<file path="config.mk">
export PLATFORM = sky130hd
export DESIGN_NAME = vhfm_ctrl
export DESIGN_NICKNAME = d
export VERILOG_FILES = /design/src/rtl/vhfm_pkg.sv /design/src/rtl/vhfm_ctrl.sv
export SDC_FILE = /design/constraint.sdc
export NUM_CORES = 1
export LEC_CHECK = 0
export BUFFER_PORTS_ARGS = -buffer_cell sky130_fd_sc_hd__buf_2
export CORE_MARGIN = 2
export CORE_UTILIZATION = 59
export DETAILED_ROUTE_END_ITERATION = 8
export PLACE_DENSITY = 0.95
export SLEW_MARGIN = 20
export SYNTH_ARGS = -nofsm -noshare
export SYNTH_HDL_FRONTEND = slang
export SYNTH_SLANG_ARGS = --single-unit
</file>
<file path="constraint.sdc">
create_clock -name clk -period 3.5 [get_ports clk]
set_input_delay 0.175 -clock clk [delete_from_list [all_inputs] [get_ports clk]]
set_output_delay 0.175 -clock clk [all_outputs]
set_load 0.02 [all_outputs]
</file>
<file path="src/rtl/vhfm_pkg.sv">
`default_nettype none
package vhfm_pkg;

	localparam int X_SIZE_DEF = 64;
	localparam int Y_SIZE_DEF = 256;
	localparam int Z_SIZE_DEF = 64;

	localparam int X_W    = 6;
	localparam int Y_W    = 8;
	localparam int Z_W    = 6;
	localparam int ADDR_W = X_W + Y_W + Z_W;
	localparam int CNT_W  = 2;
	localparam int MASK_W = 6;

	typedef logic [X_W-1:0]    x_t;
	typedef logic [Y_W-1:0]    y_t;
	typedef logic [Z_W-1:0]    z_t;
	typedef logic [ADDR_W-1:0] addr_t;
	typedef logic [CNT_W-1:0]  cnt_t;
	typedef logic [MASK_W-1:0] mask_t;

	localparam cnt_t COUNT_MAX = 2'd2;

	localparam logic ACT_INSERT = 1'b0;
	localparam logic ACT_QUERY  = 1'b1;

	typedef enum logic [2:0] {
		ST_CLEAR,
		ST_IDLE,
		ST_READ,
		ST_INS_WR,
		ST_Q_LAST,
		ST_EMIT
	} state_t;

	// Read order of a query; a neighbour step code minus one is its mask bit.
	typedef enum logic [2:0] {
		STEP_OWN,
		STEP_ZP,
		STEP_ZN,
		STEP_XP,
		STEP_XN,
		STEP_YP,
		STEP_YN
	} step_t;

	typedef struct packed {
		logic  en;
		addr_t addr;
		cnt_t  data;
	} mem_wr_t;

	typedef struct packed {
		logic  en;
		addr_t addr;
	} mem_rd_t;

	typedef struct packed {
		logic  valid;
		mask_t mask;
	} res_t;

	typedef struct packed {
		logic  valid;
		logic  ok;
		step_t step;
	} pend_t;

endpackage
`default_nettype wire

</file>
<file path="src/rtl/vhfm_ctrl.sv">
`default_nettype none
module vhfm_ctrl #(
	parameter int X_SIZE = vhfm_pkg::X_SIZE_DEF,
	parameter int Y_SIZE = vhfm_pkg::Y_SIZE_DEF,
	parameter int Z_SIZE = vhfm_pkg::Z_SIZE_DEF
) (
	input  wire                    clk,
	input  wire                    arst_n,
	input  wire                    in_valid,
	output logic                   in_ready,
	input  wire                    in_action,
	input  vhfm_pkg::x_t           in_x,
	input  vhfm_pkg::y_t           in_y,
	input  vhfm_pkg::z_t           in_z,
	output vhfm_pkg::mem_wr_t      wr,
	output vhfm_pkg::mem_rd_t      rd,
	input  vhfm_pkg::cnt_t         rd_data,
	input  wire                    out_free,
	output vhfm_pkg::res_t         res
);

	vhfm_pkg::state_t  state_q, state_d;
	vhfm_pkg::step_t   step_q, step_d;
	vhfm_pkg::addr_t   clr_addr_q;
	vhfm_pkg::pend_t   pend_s1, pend_d;
	logic              act_q;
	vhfm_pkg::x_t      x_q, nb_x;
	vhfm_pkg::y_t      y_q, nb_y;
	vhfm_pkg::z_t      z_q, nb_z;
	vhfm_pkg::cnt_t    own_q, cnt;
	vhfm_pkg::mask_t   mask_q;
	logic              nb_ok, x_in, y_in, z_in, accept;
	logic [2:0]        bit_idx;
	logic [vhfm_pkg::CNT_W:0] pair_sum;

	assign accept = in_valid && in_ready;
	assign x_in   = 32'(x_q) < 32'(X_SIZE);
	assign y_in   = 32'(y_q) < 32'(Y_SIZE);
	assign z_in   = 32'(z_q) < 32'(Z_SIZE);

	// Neighbour address and whether it lies in the grid and in the field range.
	always_comb begin
		nb_x  = x_q;
		nb_y  = y_q;
		nb_z  = z_q;
		nb_ok = x_in && y_in && z_in;
		unique case (step_q)
			vhfm_pkg::STEP_OWN: begin
			end
			vhfm_pkg::STEP_ZP: begin
				nb_z  = z_q + vhfm_pkg::z_t'(1);
				nb_ok = x_in && y_in && (z_q != '1) && (32'(z_q) + 32'd1 < 32'(Z_SIZE));
			end
			vhfm_pkg::STEP_ZN: begin
				nb_z  = z_q - vhfm_pkg::z_t'(1);
				nb_ok = x_in && y_in && (z_q != '0) && (32'(z_q) <= 32'(Z_SIZE));
			end
			vhfm_pkg::STEP_XP: begin
				nb_x  = x_q + vhfm_pkg::x_t'(1);
				nb_ok = y_in && z_in && (x_q != '1) && (32'(x_q) + 32'd1 < 32'(X_SIZE));
			end
			vhfm_pkg::STEP_XN: begin
				nb_x  = x_q - vhfm_pkg::x_t'(1);
				nb_ok = y_in && z_in && (x_q != '0) && (32'(x_q) <= 32'(X_SIZE));
			end
			vhfm_pkg::STEP_YP: begin
				nb_y  = y_q + vhfm_pkg::y_t'(1);
				nb_ok = x_in && z_in && (y_q != '1) && (32'(y_q) + 32'd1 < 32'(Y_SIZE));
			end
			vhfm_pkg::STEP_YN: begin
				nb_y  = y_q - vhfm_pkg::y_t'(1);
				nb_ok = x_in && z_in && (y_q != '0) && (32'(y_q) <= 32'(Y_SIZE));
			end
			default: begin
			end
		endcase
	end

	// Data of the read issued last cycle; cells off the grid count as empty.
	assign cnt      = pend_s1.ok ? rd_data : '0;
	assign pair_sum = {1'b0, own_q} + {1'b0, cnt};
	assign bit_idx  = 3'(pend_s1.step) - 3'd1;

	always_comb begin
		state_d  = state_q;
		step_d   = step_q;
		pend_d   = '0;
		in_ready = 1'b0;
		rd       = '0;
		wr       = '0;
		res      = '0;
		unique case (state_q)
			vhfm_pkg::ST_CLEAR: begin
				wr.en   = 1'b1;
				wr.addr = clr_addr_q;
				wr.data = '0;
				if (&clr_addr_q) begin
					state_d = vhfm_pkg::ST_IDLE;
				end
			end
			vhfm_pkg::ST_IDLE: begin
				in_ready = 1'b1;
				if (in_valid) begin
					step_d  = vhfm_pkg::STEP_OWN;
					state_d = vhfm_pkg::ST_READ;
				end
			end
			vhfm_pkg::ST_READ: begin
				rd.en       = 1'b1;
				rd.addr     = {nb_y, nb_z, nb_x};
				pend_d.valid = 1'b1;
				pend_d.ok    = nb_ok;
				pend_d.step  = step_q;
				if (act_q == vhfm_pkg::ACT_INSERT) begin
					state_d = vhfm_pkg::ST_INS_WR;
				end else if (step_q == vhfm_pkg::STEP_YN) begin
					state_d = vhfm_pkg::ST_Q_LAST;
				end else begin
					step_d = vhfm_pkg::step_t'(step_q + 3'd1);
				end
			end
			vhfm_pkg::ST_INS_WR: begin
				wr.en   = pend_s1.ok && (rd_data < vhfm_pkg::COUNT_MAX);
				wr.addr = {y_q, z_q, x_q};
				wr.data = rd_data + vhfm_pkg::cnt_t'(1);
				state_d = vhfm_pkg::ST_IDLE;
			end
			vhfm_pkg::ST_Q_LAST: begin
				state_d = vhfm_pkg::ST_EMIT;
			end
			vhfm_pkg::ST_EMIT: begin
				if (out_free) begin
					res.valid = 1'b1;
					res.mask  = mask_q;
					state_d   = vhfm_pkg::ST_IDLE;
				end
			end
			default: begin
				state_d = vhfm_pkg::ST_IDLE;
			end
		endcase
	end

	always_ff @(posedge clk or negedge arst_n) begin
		if (!arst_n) begin
			state_q    <= vhfm_pkg::ST_CLEAR;
			step_q     <= vhfm_pkg::STEP_OWN;
			clr_addr_q <= '0;
			pend_s1    <= '0;
		end else begin
			state_q <= state_d;
			step_q  <= step_d;
			pend_s1 <= pend_d;
			if (state_q == vhfm_pkg::ST_CLEAR) begin
				clr_addr_q <= clr_addr_q + vhfm_pkg::addr_t'(1);
			end
		end
	end

	always_ff @(posedge clk) begin
		if (accept) begin
			act_q  <= in_action;
			x_q    <= in_x;
			y_q    <= in_y;
			z_q    <= in_z;
			mask_q <= '0;
		end else if (pend_s1.valid) begin
			if (pend_s1.step == vhfm_pkg::STEP_OWN) begin
				own_q <= cnt;
			end else begin
				mask_q[bit_idx] <= (pair_sum >= 3'd2);
			end
		end
	end

`ifndef SYNTHESIS
	a_no_write_in_query: assert property (@(posedge clk) disable iff (!arst_n)
		(state_q == vhfm_pkg::ST_READ) |-> !wr.en)
		else $error("count store written while a word is being read");

	a_result_has_room: assert property (@(posedge clk) disable iff (!arst_n)
		res.valid |-> out_free)
		else $error("result pushed into a full output register");

	a_clear_ends: assert property (@(posedge clk) disable iff (!arst_n)
		(state_q == vhfm_pkg::ST_CLEAR && (&clr_addr_q)) |=> (state_q == vhfm_pkg::ST_IDLE))
		else $error("clearing pass did not end at the last entry");

	a_insert_nonzero: assert property (@(posedge clk) disable iff (!arst_n)
		(state_q == vhfm_pkg::ST_INS_WR && wr.en) |-> (wr.data != '0 && wr.data <= vhfm_pkg::COUNT_MAX))
		else $error("insert wrote a count out of range");

	a_insert_one_read: assert property (@(posedge clk) disable iff (!arst_n)
		(state_q == vhfm_pkg::ST_INS_WR) |-> (pend_s1.valid && pend_s1.step == vhfm_pkg::STEP_OWN))
		else $error("insert write without the cell's own read");
`endif

endmodule
`default_nettype wire
</file>
==> impl_metrics.tcl <==
set metrics [dict create \
    grt_pass1_vias 3430 \
    synth_top_area_frac 0.208 \
    clock_latency_ns 0.35 \
    htreeDepth 3 \
    grt_usage 0.287 \
    dp_cells 519 \
    cts_root_buf "clkbuf_8" \
    hold_viol_final 0 \
    hp-start "in_y[7]" \
    yosys-top-cells-count "35 x nand2_1, 31 x dfrtp_1, 24 x nor2_1" \
    clockBufferDepth 2 \
    first_iter_violations 263 \
    drcViolationCount 0 \
    ant_nets 0 \
    synth-simple-area-share 0.218 \
    worst_pin_slew_ns 0.869 \
    cts_buffers 9 \
    synth_top_family_by_area "simple AND/OR/NAND/NOR gates" \
    vias 3538 \
    r2r_slack_ns 1.16 \
    hold_path_depth 1 \
    yosysWarnings 0 \
    path_class "reg -> out" \
    relSlewSlack 0.417 \
    crit_chain "inv_1, ha_2, nand2_2, xnor2_1, ha_1, nor4bb_2, a22oi_1, or3_1, a21oi_1, buf_2" \
    worstReg2RegEnd "pend_s1[3]" \
    placedInstanceArea_um2 4160 \
    fin_ws_ns 0.151 \
    cp_data_arrival_time_ns 3.17 \
    ir_drop_v 0.000439 \
    hold_slack_ns 0.0142 \
    path_max_fanout 11 \
    place_congestion 0.866 \
    dieArea_um2 6960 \
    avgSynthCellArea_um2 9.75 \
    dp_slack_ns 0.347 \
    yosys.area.top_type "dfrtp_1" \
    synth_mux_area_frac 0.0299 \
    die_w_um 83.4 \
    std_cell_rows 28 \
    synthAdderAreaFrac 0.0578 \
    yosysMostFrequentCell "nand2_1" \
    async_reset_ff_frac 0.517 \
    synth_compound_area_frac 0.165 \
    cp_data_required_time_ns 3.32 \
    cp_top_family "simple AND/OR/NAND/NOR gates" \
    seq_area_frac_synth 0.426 \
    end_kind "primary output" \
    cts_tree "yes" \
    p_leak_nw 2.03 \
    drtPass1Iterations 5 \
    r2r_cells 6 \
    synth.cell_area_um2 3720 \
    start_util 0.618 \
    synth_cell_types 60 \
    reg2reg_from "step_q[2]" \
    synth_xor_area_frac 0.0635 \
    max_stage_delay_ns 0.43 \
    drv_cap 0 \
    synth_flop_cell "dfrtp_1" \
    numClockSinks 60 \
    core_um2 6030 \
    portBuffers 78 \
    final_cells 556 \
    final.fill_count 402 \
    fin_area_um2 4620 \
    drt-total-wl_um 9980 \
    wl_per_cell_um 18.0 \
    fp.dieH_um 83.4 \
    cp_num_buf_inv 2 \
    power.total_mw 3.09 \
    grt_max_degree 32 \
    cp-start-kind "register" \
    grt_remaining_overflow 0 \
    final_util 0.766 \
    powerDensity_nw_per_um2 670 \
    holdPathEnd "y_q[7]" \
    status "finished clean" \
    io_pins 79 \
    avgViaCountPerCell 6.36 \
    layout-drive-gt1-share 0.233 \
    ys_seq_elements 60 \
    netlist_instances 382 \
    syn_to_final_growth_pct 24.0 \
    postCtsSetupBuffers 0 \
    critical-path-slowest-cell "dfrtp_1" \
    fin_worst_skew_ns 0.00821 \
    antennaDiodeCount 0 \
    slew_viol_final 0 \
    dp_hpwl_um 6880 \
    synth_fp_nets 425 \
    path_clk_slew_ns 0.07 \
    grt_pass1_wl_um 15900 \
    worstHoldPathType "in -> reg" \
    final_nets 519 \
    finalCriticalPeriod_ns 3.35 \
    yosys-top-cells-area "dfrtp_1 21%, edfxtp_1 19%, a22o_1 4.7%" \
    final-setup-viol-count 0 \
    tns_ns 0 \
    antenna_found_initial 0 \
    fmax_mhz 299 \
    post-route-period-util 0.957 \
    synth-edff-count 23 \
]
cell usage in the layout (no fill, tap or decap), types with 3 or more instances in the layout:
master,synthesis,layout
buf_2,4,78
nand2_1,35,34
dfrtp_1,31,31
nor2_1,24,24
edfxtp_1,23,23
dlygate4sd3_1,0,21
xnor2_1,20,20
a22o_1,20,20
a21oi_1,18,18
o21ai_0,13,13
nand4_1,13,13
nand3_1,13,13
ha_1,14,13
inv_1,12,12
mux2i_1,10,10
and2_1,10,10
clkbuf_8,0,9
or3_1,7,7
and3_1,7,7
xor2_1,7,7
nor3_1,7,6
dfxtp_1,6,6
nor4_1,5,5
a211oi_1,5,5
nand2b_1,4,4
buf_4,1,4
o21ai_1,3,3
or4_1,3,3
a22oi_1,3,3
a211o_1,3,3
a21o_1,3,3
a2111o_1,3,3
nor2b_1,3,3
layer usage:
layer / global-route usage / vias to the layer above / wire, µm
li1: - / 1602 / -
met1: 0.349 / 1699 / 3880
met2: 0.480 / 199 / 4950
met3: 0.0606 / 38 / 885
met4: 0.147 / 0 / 260
met5: 0 / - / 0
worst max-delay path by stage:
stage	cells past startpoint	end	startpoint	slack, ns
after global placement	10	rd[16]	step_q[0]	0.64
final	10	rd[16]	step_q[0]	0.15
after floorplan	10	rd[16]	step_q[0]	0.81
after global routing	8	rd[5]	step_q[2]	-0.06
after CTS	10	rd[16]	step_q[0]	0.009
after detailed placement	10	rd[16]	step_q[0]	0.35
repair_timing:
item | 4_1_cts | 5_1_grt
setup endpoints to repair | 2 | 3
hold endpoints to repair | 51 | 0
hold buffers | 21 | 0
pin swaps | 0 | 0
resized for setup | 1 | 4
cell families (layout without fill, tap and decap cells):
kind of cell | count (synthesis) | count (layout)
compound gates | 86 | 86
xor+xnor | 27 | 27
fa+ha+maj | 16 | 16
buf+inv | 33 | 132
flops | 60 | 60
mux | 11 | 11
simple gates | 149 | 149
state kept, by name, summed over array words and instances (netlist names), 2 cells and up:
signal	count
clr_addr_q	20
pend_s1	5
x_q	6
state_q	3
z_q	6
step_q	3
mask_q	6
y_q	8
own_q	2
worst reg2reg max path, stage by stage (launching register included):
cell and delay (ns):
dfrtp_1 0.67, inv_1 0.21, ha_1 0.27, or4_1 0.42, nor4_1 0.21, a21oi_1 0.08
o41a_1 0.35
cell type report:
class	instances	area [µm²]	share of cell area
clock buffer	10	149	0.0323
multi-input combinational	289	2020	0.438
inverter	13	48.8	0.0106
tap	75	93.8	0.0203
clock inverter	6	85.1	0.0184
timing repair buffer	103	631	0.137
sequential	60	1590	0.344
where the power goes:
part / switching, mW / internal [mW]
Sequential: 0.202 / 0.871
Clock: 0.295 / 0.441
Combinational: 0.800 / 0.484
(Power assumes the default switching activity.)
